File: src/sv/kit_pkg.sv
// Shared types and constants for the key intern table.
package kit_pkg;

   localparam int TABLE_DEPTH = 256;
   localparam int KEY_BITS    = 32;
   localparam int KEY_FIELD_W = 32;
   localparam int ID_FIELD_W  = 9;
   localparam int ID_W        = $clog2(TABLE_DEPTH + 1);
   localparam int CMP_W       = (ID_W > ID_FIELD_W) ? ID_W : ID_FIELD_W;

   localparam logic [1:0] OP_REGISTER = 2'd0;
   localparam logic [1:0] OP_LOOKUP   = 2'd1;
   localparam logic [1:0] OP_CLEAR    = 2'd2;

   localparam logic [1:0] ST_HIT    = 2'd0;
   localparam logic [1:0] ST_NEW    = 2'd1;
   localparam logic [1:0] ST_REJECT = 2'd2;

   typedef struct packed {
      logic [1:0]             req_type;
      logic [KEY_FIELD_W-1:0] key;
      logic [ID_FIELD_W-1:0]  query_id;
   } req_payload_type;

   typedef struct packed {
      logic [1:0]             status;
      logic [ID_FIELD_W-1:0]  entry_id;
      logic [KEY_FIELD_W-1:0] entry_key;
   } rsp_payload_type;

   typedef struct packed {
      logic                vld;
      logic [1:0]          op;
      logic [KEY_BITS-1:0] key;
      logic [CMP_W-1:0]    qid;
      logic                done;
      logic [1:0]          status;
      logic [CMP_W-1:0]    id;
      logic [KEY_BITS-1:0] rkey;
   } tok_type;

endpackage

File: src/sv/kit_cell.sv
// One table entry: a stored key, its occupied bit and one stage of the request chain.
module kit_cell (
   input  logic                      clock,
   input  logic                      reset,
   input  logic                      advance,
   input  logic [kit_pkg::CMP_W-1:0] cell_id,
   input  kit_pkg::tok_type          prev_tok,
   output kit_pkg::tok_type          next_tok
);
   import kit_pkg::*;

   tok_type             tok_ff;
   tok_type             tok_in;
   logic [KEY_BITS-1:0] key_ff;
   logic [KEY_BITS-1:0] key_in;
   logic                occ_ff;
   logic                occ_in;

   always_comb begin
      tok_in = prev_tok;
      key_in = key_ff;
      occ_in = occ_ff;
      if (prev_tok.vld) begin
         case (prev_tok.op)
            OP_REGISTER: begin
               if (!prev_tok.done) begin
                  if (occ_ff && (key_ff == prev_tok.key)) begin
                     tok_in.done   = 1'b1;
                     tok_in.status = ST_HIT;
                     tok_in.id     = cell_id;
                  end else if (!occ_ff) begin
                     key_in        = prev_tok.key;
                     occ_in        = 1'b1;
                     tok_in.done   = 1'b1;
                     tok_in.status = ST_NEW;
                     tok_in.id     = cell_id;
                  end
               end
            end
            OP_LOOKUP: begin
               if (!prev_tok.done && (prev_tok.qid == cell_id)) begin
                  tok_in.done = 1'b1;
                  if (occ_ff) begin
                     tok_in.status = ST_HIT;
                     tok_in.rkey   = key_ff;
                  end else begin
                     tok_in.status = ST_REJECT;
                  end
               end
            end
            OP_CLEAR: begin
               occ_in = 1'b0;
            end
            default: begin
            end
         endcase
      end
   end

   always_ff @(posedge clock) begin
      if (reset) begin
         tok_ff.vld <= 1'b0;
         occ_ff     <= 1'b0;
      end else if (advance) begin
         tok_ff <= tok_in;
         occ_ff <= occ_in;
      end
   end

   always_ff @(posedge clock) begin
      if (advance) begin
         key_ff <= key_in;
      end
   end

   assign next_tok = tok_ff;

endmodule

File: config.mk
export PLATFORM = sky130hd
export DESIGN_NAME = kit_cell
export DESIGN_NICKNAME = d
export VERILOG_FILES = /design/src/sv/kit_pkg.sv /design/src/sv/kit_cell.sv
export SDC_FILE = /design/constraint.sdc
export NUM_CORES = 1
export LEC_CHECK = 0
export ABC_AREA = 1
export BUFFER_PORTS_ARGS = -buffer_cell sky130_fd_sc_hd__buf_2
export CORE_ASPECT_RATIO = 0.5
export CORE_UTILIZATION = 44
export CTS_CLUSTER_SIZE = 10
export DETAILED_ROUTE_END_ITERATION = 8
export GPL_ROUTABILITY_DRIVEN = 0
export PLACE_DENSITY_LB_ADDON = 0.2
export SYNTH_ARGS = -nofsm -noshare
export SYNTH_HDL_FRONTEND = slang
export SYNTH_SLANG_ARGS = --single-unit
File: constraint.sdc
create_clock -name clock -period 4.68 [get_ports clock]
set_input_delay 0.702 -clock clock [delete_from_list [all_inputs] [get_ports clock]]
set_output_delay 0.702 -clock clock [all_outputs]
set_load 0.03 [all_outputs]
# ---- Yosys cells after proc, flatten, opt, wreduce, memory -nomap -nowiden
# Cells that the tools add are included.
dict set report word_totals {
  reg_bits 121
  output_inout_bits 88
  elab_cells 42
}
dict set report classes {
  eq_ne 6
  mux 14
  bitwise_logic 4
  reduce_logical 8
}
# operator count
set ops {}
lappend ops {{$mux W32} 3}
lappend ops {{$mux W44} 1}
lappend ops {{$mux W12} 3}
lappend ops {{$eq A32 B32 Y1} 1}
lappend ops {{$eq A9 B9 Y1} 1}
lappend ops {{$mux W9} 1}
lappend ops {{$pmux W3 S2} 1}
lappend ops {{$reduce_and A6 Y1} 1}
lappend ops {{$reduce_and A5 Y1} 1}
lappend ops {{$ne A2 B2 Y1 const B} 2}
lappend ops {{$not A1 Y1} 4}
lappend ops {{$mux W3} 1}
lappend ops {{$eq A2 B1 Y1 const B} 1}
lappend ops {{$eq A2 B2 Y1 const B} 1}
lappend ops {{$logic_and A1 B1 Y1} 2}
lappend ops {{$logic_not A2 Y1} 1}
lappend ops {{$mux W1} 2}
lappend ops {{$mux W2} 1}
lappend ops {{$pmux W1 S2} 1}
lappend ops {{$reduce_and A2 Y1} 1}
lappend ops {{$reduce_bool A2 Y1} 1}
lappend ops {{$logic_not A1 Y1} 1}

# ---- Logic depth before layout (Yosys ltp)
# Gate-level depths: netlist (run 1).
dict set report depth {
  ltp_word 6
  mapped_depth 13
  mapped_depth_nobuf 13
}

# ---- Worst setup path after synthesis (run 1)
# OpenSTA, ideal clock, no wires.
dict set report synth_path {
  kind {input -> register}
  startpoint {input advance}
  endpoint {register tok_ff, in the netlist next_tok[0], enable pin}
  setup_ns 0.535
  arrival_ns 4.404
  required_ns 4.145
  slack_ns -0.258
  cell_stages 2
  path_buffers 0
  path_cell_list {inv_1 nor2_1}
}
dict set report synth_between {
  elab_chain_cells 1
}
# item line_no
set synth_lines {}
lappend synth_lines {{start, declared} kit_cell.sv:5} ;# input logic advance,
lappend synth_lines {{$reduce_and A2 Y1 (no source line)} --}
lappend synth_lines {{end signal, assigned} kit_cell.sv:65} ;# tok_ff <= tok_in;
lappend synth_lines {{end, declared} kit_cell.sv:12} ;# tok_type tok_ff;
# No other way between the ends.
# A chain may end at the register's enable or synchronous reset.

==> results.toml, run 1 <==
[critical_path]
critPathLaunchType = "input pin"
cp-end-kind = "flop"
r2r_cells = 12
slowest_stage = "nand3_4"
required_ns = 4.80
reg2reg_slack_ns = 2.85
worstPathCellList = "buf_2 -> xnor2_1 -> nand3_1 -> nor2_1 -> nand3_1 -> inv_2 -> nand3_4 -> nand2_1 -> o21ai_1"
r2r_start = "key_ff[27]"
crit_buf_inv = 2
cp_top_family = "simple AND/OR/NAND/NOR gates"
r2r_end = "next_tok[32]"
timing_worst_setup_path_type = "input pin to flop"
arrival_ns = 2.34
slowest_delay_ns = 0.49
cp_max_fo = 64
cp-startpoint = "prev_tok[49]"
crit_path_frequent_cell = "nand3_1"

[cts]
cts_made_buffers = 17
cts_hold_buf = 0
clk_root_buffer_cell = "clkbuf_16"
post_cts_buffers = 0
clock_latency_ns = 0.40
clk_path_buf_depth = 2
cts_resized = 0
cts.sinks = 121
cts.clk_slew.worst_paths_ns = 0.05
cts_tree = "done"
cts-htree-levels = 4

[min_path]
hold_class = "flop to flop"
hold_end = "next_tok[87]"
hold_depth = 2
holdCritStartpoint = "next_tok[87]"

[drt]
routed_wl_mm = 10.0
ant_nets = 0
vias = 3481
drc = 0
wl_per_cell_um = 13.2
dr.pass1.iters = 4
drt_iter0_markers = 179
vias_per_cell = 4.58

[global_routing]
grt_max_degree = 65
overflow = 0
antenna_found_initial = 0
grt_pass1_wl_mm = 16.0
grt_use_total = 0.176
grt_pass1_vias = 3351

[logic_synthesis]
syn_area_per_cell_sq_um = 12.5
synthAdderAreaFrac = 0
synth_top_family_by_area = "simple AND/OR/NAND/NOR gates"
synth_ff_type = "edfxtp_1"
yosys_warnings = 0
yosysTopAreaCellShare = 0.713
yosysSeqAreaShare = 0.721
mappedNetlistNets = 502
synth_simple_gate_area_frac = 0.127
synth_top_cell_by_area = "edfxtp_1"
synth_edf_count = 119
yosys-top-cells-area = "edfxtp_1 71%, nand2_1 7.8%, xnor2_1 5.6%"
synth_cells = 402
synthMuxAreaShare = 0
synth_cell_types = 25
synthArstFlopShare = 0
yosysMostFrequentCell = "edfxtp_1"
synth-seq-cells = 121
synth-compound-area-share = 0.0447
synth-xor-area-share = 0.0559
mappedNetlistArea_sq_um = 5010
synthTopCellsByCount = "119 x edfxtp_1, 104 x nand2_1, 42 x inv_1, 32 x o21ai_1, 32 x xnor2_1"

[floorplanning]
die_h_um = 77.5
die-area_sq_um = 11900
ios = 188
fp.dieW_um = 153
placementRows = 27
initial_core_util = 0.454
core_sq_um = 11000

[cells_and_area]
area.growth.synth_to_final_pct = 32.8
drive_above_1_share = 0.389
fin_nets = 702
final_cells = 760
fin_area_sq_um = 6660
post-route-util = 0.603
antenna_cells = 0

[sta]
period_share = 0.475
finalSetupViolCount = 0
rsz0062_at_grt = "false"
finalHoldViolations = 0
holdWs_ns = 0.469
worstMarginPinSlew_ns = 1.18
drv_slew = 0
clock.fmax_mhz = 449
setup_tns_ns = 0
max_slew_margin = 0.209
period_minus_slack_ns = 2.23
skew_ns = 0.00771
setup_slack_ns = 2.45

[power_and_ir_drop]
vdd_drop_max_v = 0.000289
p_switching_mw = 0.672
powerDensity_nw_per_um2 = 421
total_power_mw = 2.80
clockPowerShare = 0.438
combPwrFrac = 0.108
p_int_mw = 2.13
switching_share = 0.240
leakage_nw = 2.91
seqPwrFrac = 0.454

[placement]
dp_hpwl_mm = 7.24
place_inst = 728
postPlaceCellArea_sq_um = 6100
dp_slack_ns = 2.01
port_buffers = 187

[run]
cap_violations = 0

[status]
status = "complete, no violations"
[cell usage in the layout, fill, tap and decap left out]
cell type | synthesis | final
nand3_1 | 13 | 13
nand3_2 | 1 | 1
clkbuf_1 | 0 | 1
clkinv_1 | 0 | 2
o21ai_1 | 32 | 32
buf_12 | 0 | 1
a21oi_1 | 4 | 4
dfxtp_1 | 2 | 2
inv_2 | 9 | 9
o21ai_0 | 2 | 2
nand3_4 | 1 | 1
clkinv_2 | 0 | 5
inv_1 | 42 | 42
nor3_1 | 1 | 1
xnor2_1 | 32 | 32
nand2_2 | 1 | 1
bufinv_16 | 0 | 2
clkbuf_16 | 0 | 17
clkinv_4 | 0 | 2
nor2_4 | 1 | 3
buf_2 | 1 | 187
o21ai_2 | 3 | 3
nor2_2 | 2 | 2
nand2_1 | 104 | 104
and2_0 | 1 | 1
or2_1 | 3 | 3
nor2_1 | 19 | 17
clkinvlp_4 | 0 | 3
nand2_4 | 2 | 2
edfxtp_1 | 119 | 119
o211ai_1 | 1 | 1
[worst reg2reg max path: stages (launching register included)]
cell	delay (ns)
edfxtp_1	0.41
inv_2	0.07
nand2_1	0.05
nand2_1	0.05
nand2_1	0.06
nor2_1	0.17
nand2_1	0.09
nor2_2	0.15
nand3_2	0.13
nand2_4	0.14
nand2_4	0.13
nand2_1	0.11
o21ai_2	0.05
[power groups by stage]
stage	registers, mW	clock network [mW]	logic [mW]
CTS	1.27	1.25	0.306
detailed placement	1.30	0	0.306
finish	1.27	1.23	0.303
floorplan	1.41	0	0.0734
global route	1.28	1.29	0.327
global placement	1.29	0	0.301
[sequential cells by signal (all words and copies together), names as in the netlist]
register,flops
next_tok,88
key_ff,32
occ_ff,1
[how the worst max path moves through the flow]
stage                     cells after the start     endpoint  slack [ns]
after detailed placement                      9  next_tok[5]        2.01
final                                         9  next_tok[5]        2.45
after floorplan                               2  next_tok[0]        1.24
after global placement                        6    key_ff[5]        2.08
after CTS                                     9  next_tok[5]        2.42
after global routing                          9  next_tok[5]        2.23
[cell type report]
class | instances | area [sq um]
well taps | 145 | 181
fillers | 951 | 4390
multi-input cells | 223 | 1160
flip-flops and latches | 121 | 3610
inverters | 51 | 191
repair buffers | 188 | 956
clock inverters | 14 | 133
clock buffers | 18 | 429
[cells by family after synthesis]
logic type,after synthesis
buffers and inverters,58
AOI/OAI and AO/OA,42
DFF,121
and+or+nand+nor,149
xor gates and xnor gates,32
[layer usage]
layer	GRT usage	vias to the layer above	wire length (um)
met1	0.207	1608	4370
met4	0.0667	0	124
li1	-	1753	-
met2	0.303	106	4890
met3	0.0592	14	617
met5	0	-	0
No activity file was read; power rests on OpenSTA's default activity.
==> run 2: changes to the inputs <==
==> constraint.sdc (replaced) <==
create_clock -name clock -period 1.8 [get_ports clock]
set_input_delay 0.27 -clock clock [delete_from_list [all_inputs] [get_ports clock]]
set_output_delay 0.27 -clock clock [all_outputs]
set_load 0.03 [all_outputs]
==> results.toml, run 2 (same netlist as run 1, synthesis figures left out) <==
[sta]
period_share = 0.963
worstMarginPinSlew_ns = 0.477
holdWs_ns = 0.0768
finalHoldViolations = 0
skew_ns = 0.00960
max_slew_margin = 0.680
rsz0062_at_grt = "true"
drv_slew = 0
finalSetupViolCount = 0
period_minus_slack_ns = 1.73
clock.fmax_mhz = 577

[critical_path]
worstPathCellList = "inv_2 -> nand2_1 -> nand2_1 -> nand2_1 -> nor2_1 -> nand2_1 -> nor2_4 -> nand3_4 -> nand2_8 -> nand2_8 -> nand2_1 -> nand2_1"
crit_buf_inv = 1
cp_top_family = "simple AND/OR/NAND/NOR gates"
slowest_stage = "edfxtp_1"
slowest_delay_ns = 0.40
arrival_ns = 1.89
cp_max_fo = 6
required_ns = 1.95
crit_path_frequent_cell = "nand2_1"
cp-end-kind = "flop"
critPathLaunchType = "flop"
timing_worst_setup_path_type = "flop to flop"

[power_and_ir_drop]
p_switching_mw = 1.79
clockPowerShare = 0.437
powerDensity_nw_per_um2 = 1070
p_int_mw = 5.55
leakage_nw = 2.96
vdd_drop_max_v = 0.000619
combPwrFrac = 0.112
switching_share = 0.244
seqPwrFrac = 0.452

[global_routing]
grt_use_total = 0.187
overflow = 0
antenna_found_initial = 0
grt_max_degree = 62
grt_pass1_vias = 3577
grt_pass1_wl_mm = 16.7

[cells_and_area]
largest_register_ffs = 88
area.growth.synth_to_final_pct = 36.6
drive_above_1_share = 0.415
final_cell_mix = "187 x buf_2, 119 x edfxtp_1, 95 x nand2_1"
final_common_cell = "buf_2"
fin_area_sq_um = 6850
antenna_cells = 0
final_cells = 769
fin_nets = 711

[cts]
clock_latency_ns = 0.40
cts_hold_buf = 0
cts.clk_slew.worst_paths_ns = 0.06
clk_root_buffer_cell = "clkbuf_16"
cts-htree-levels = 4
post_cts_buffers = 0
cts_made_buffers = 17
clk_path_buf_depth = 2
cts.sinks = 121
cts_tree = "done"

[min_path]
hold_class = "input pin to flop"

[drt]
dr.pass1.iters = 4
topRoutingLayerUsed = "met4"
wl_met2_mm = 5.32
ant_nets = 0
wl_met1_mm = 4.57
routed_wl_mm = 10.7
vias = 3562
drt_iter0_markers = 126
wl_per_cell_um = 13.9
met3_length_um = 718
drc = 0
vias_per_cell = 4.63

[placement]
place_inst = 736
dp_hpwl_mm = 7.60
port_buffers = 187
postPlaceCellArea_sq_um = 6200

[floorplanning]
die-area_sq_um = 11900
die_h_um = 77.5
fp.dieW_um = 153
core_sq_um = 11000
initial_core_util = 0.454
placementRows = 27
ios = 188

[run]
cap_violations = 0

[status]
status = "complete, no violations"
[run 2: final timing paths]
check,from,to,slack [ns],cells past startpoint
worst min-delay path,prev_tok[47],next_tok[47],0.08,1
worst min register to register,next_tok[87],next_tok[87],0.47,2
worst max-delay path,key_ff[29],next_tok[40],0.07,12
worst max register to register,key_ff[29],next_tok[40],0.07,12
[run 2: power groups by stage]
stage	Sequential, mW	Clock [mW]	Combinational (mW)
6_report	3.31	3.20	0.819
2_1_floorplan	3.65	0	0.192
3_5_place_dp	3.37	0	0.806
3_3_place_gp	3.37	0	0.797
4_1_cts	3.31	3.26	0.809
5_1_grt	3.33	3.39	0.880
[run 2: cell type report]
cell class,count,area (sq um)
inverter,51,191
clock buffer,17,425
timing repair buffer,196,1050
sequential,121,3610
fill,909,4200
multi-input combinational,224,1250
clock inverter,15,135
tap,145,181
[run 2: through the flow]
step           setup WS, ns  setup TNS [ns]  utilization  total power, mW
2_1_floorplan        -0.243          -28.79            -             3.85
3_3_place_gp       -0.00190        -0.00343        0.561             4.16
3_5_place_dp        -0.0518          -0.330        0.561             4.18
4_1_cts              0.0118               0        0.613             7.38
5_1_grt             -0.0768          -0.641        0.620             7.59
6_report             0.0672               0        0.620             7.33
[run 2: what timing repair did]
action | CTS | global route
setup endpoints to repair | 9 | 10
cloned | 0 | 1
resized for setup | 3 | 16
pin swaps | 0 | 8
[run 2: per-layer routing]
metal  up-vias  global-route usage
li1       1769                   -
met1      1654               0.221
met2       127               0.317
met3        12              0.0620
met4         0              0.0788
met5         -                   0
==> run 3: changes to the inputs <==
--- a/config.mk
+++ b/config.mk
@@ -8,11 +8,13 @@
 export ABC_AREA = 1
 export BUFFER_PORTS_ARGS = -buffer_cell sky130_fd_sc_hd__buf_2
 export CORE_ASPECT_RATIO = 0.5
+export CORE_MARGIN = 2
 export CORE_UTILIZATION = 44
 export CTS_CLUSTER_SIZE = 10
 export DETAILED_ROUTE_END_ITERATION = 8
 export GPL_ROUTABILITY_DRIVEN = 0
 export PLACE_DENSITY_LB_ADDON = 0.2
+export RECOVER_POWER = 100
 export SYNTH_ARGS = -nofsm -noshare
 export SYNTH_HDL_FRONTEND = slang
 export SYNTH_SLANG_ARGS = --single-unit
==> results.toml, run 3 (same netlist as run 1, synthesis figures left out) <==
[cts]
cts_tree = "done"
cts.clk_slew.worst_paths_ns = 0.05
cts-htree-levels = 4
cts_made_buffers = 17
clk_path_buf_depth = 2
clk_root_buffer_cell = "clkbuf_16"
cts.sinks = 121
clock_latency_ns = 0.39

[drt]
drc = 0
vias_per_cell = 4.53
routed_wl_mm = 11.0
wl_per_cell_um = 14.3
ant_nets = 0
drt_iter0_markers = 152
dr.pass1.iters = 4
vias = 3477

[cells_and_area]
final_cell_mix = "130 x clkbuf_1, 119 x edfxtp_1, 101 x nand2_1"
antenna_cells = 0
multiInputGateArea_sq_um = 1190
final_common_cell = "clkbuf_1"
area.growth.synth_to_final_pct = 31.7
post-route-util = 0.598
largest_register_ffs = 88
fillCellCount = 1017
drive_above_1_share = 0.196
register_area_sq_um = 3610
fin_nets = 710

[placement]
dp_hpwl_mm = 7.69
port_buffers = 187
dp_slack_ns = -0.0659

[global_routing]
globalRouteMet2Util = 0.310
overflow = 0
antenna_found_initial = 0
grt_max_degree = 64
grt_use_total = 0.183
grt_pass1_vias = 3451
use_met3 = 0.0494
use_met1 = 0.223
grt_pass1_wl_mm = 16.9
top_usage_layer = "met2"

[floorplanning]
ios = 188
initial_core_util = 0.454
core_sq_um = 11000
die_h_um = 79.5
placementRows = 27
fp.dieW_um = 155
die-area_sq_um = 12300

[critical_path]
cp_top_family = "simple AND/OR/NAND/NOR gates"
cp.depth = 9
r2r_end = "next_tok[42]"
r2r_cells = 9
crit_end = "next_tok[42]"
worstPathCellList = "xnor2_1 -> nand2_1 -> nor2_2 -> nand2_2 -> nor2_4 -> nand3_4 -> buf_6 -> a21oi_2 -> o21ai_1"
arrival_ns = 1.88
cp-end-kind = "flop"
r2r_start = "key_ff[25]"
required_ns = 1.94
timing_worst_setup_path_type = "flop to flop"
slowest_stage = "edfxtp_1"
cp_max_fo = 2
slowest_delay_ns = 0.40
reg2reg_slack_ns = 0.06
crit_buf_inv = 1
critPathLaunchType = "flop"
cp-startpoint = "key_ff[25]"

[sta]
finalSetupViolCount = 0
drv_slew = 0
period_share = 0.965
period_minus_slack_ns = 1.74
skew_ns = 0.00819
max_slew_margin = 0.389
finalHoldViolations = 0
setup_slack_ns = 0.0623
holdWs_ns = 0.0623
setup_tns_ns = 0
clock.fmax_mhz = 575
rsz0062_at_grt = "true"
worstMarginPinSlew_ns = 0.916

[status]
status = "complete, no violations"

[power_and_ir_drop]
clockPowerShare = 0.451
seqPwrFrac = 0.448
combPwrFrac = 0.101
total_power_mw = 7.40
leakage_nw = 2.59
powerDensity_nw_per_um2 = 1120
switching_share = 0.239
vdd_drop_max_v = 0.000659
p_int_mw = 5.64
p_switching_mw = 1.77

[min_path]
hold_class = "input pin to flop"

[run]
cap_violations = 0
-- run 3: worst min-delay path by stage --
| stage | from | to | slack [ns] | cells past startpoint |
|---|---|---|---|---|
| 3_3_place_gp | next_tok[87] | next_tok[87] | 0.45 | 2 |
| 4_1_cts | prev_tok[49] | next_tok[49] | 0.05 | 1 |
| 2_1_floorplan | reset | next_tok[87] | 0.34 | 1 |
| 3_5_place_dp | next_tok[87] | next_tok[87] | 0.45 | 2 |
| 5_1_grt | reset | next_tok[87] | 0.06 | 2 |
| 6_report | reset | next_tok[87] | 0.06 | 2 |
-- run 3: stage by stage --
stage | instances | area (sq um)
final | 768 | 6600
after CTS | 768 | 6790
after global routing | 768 | 6600
after detailed placement | 736 | 6200
after floorplan | 402 | 5020
after global placement | 736 | 6200
-- run 3: what timing repair did --
action                     in CTS  in global routing
hold buffers                    0                  0
gates resized for setup         4                  8
buffers inserted                0                  0
setup endpoints to repair      11                 11
pin swaps                       5                  6
-- run 3: power by group through the flow --
stage / Sequential [mW] / Clock (mW) / Combinational [mW]
after detailed placement: 3.37 / 0 / 0.807
after global routing: 3.33 / 3.55 / 0.806
after CTS: 3.31 / 3.42 / 0.812
after global placement: 3.36 / 0 / 0.796
after floorplan: 3.65 / 0 / 0.192
final: 3.32 / 3.34 / 0.745
-- run 3: area by class of cell --
cell class	count	share of cell area
inverter	51	0.0290
tap	145	0.0275
clock inverter	14	0.0237
timing repair buffer	196	0.127
clock buffer	18	0.0650
sequential	121	0.547
multi-input combinational	223	0.180
-- run 3: layer usage --
layer / wire length, um / part of all wire / up-vias
li1: - / - / 1770
met3: 589 / 0.054 / 4
met4: 59 / 0.0054 / 0
met1: 4890 / 0.44 / 1606
met5: 0 / 0 / -
met2: 5460 / 0.50 / 97
-- run 3: worst register-to-register path, stage by stage (launching register included) --
cell and delay (ns):
edfxtp_1 0.40, xnor2_1 0.18, nand2_1 0.08, nor2_2 0.14
nand2_2 0.09, nor2_4 0.16, nand3_4 0.10, buf_6 0.13
a21oi_2 0.13, o21ai_1 0.08
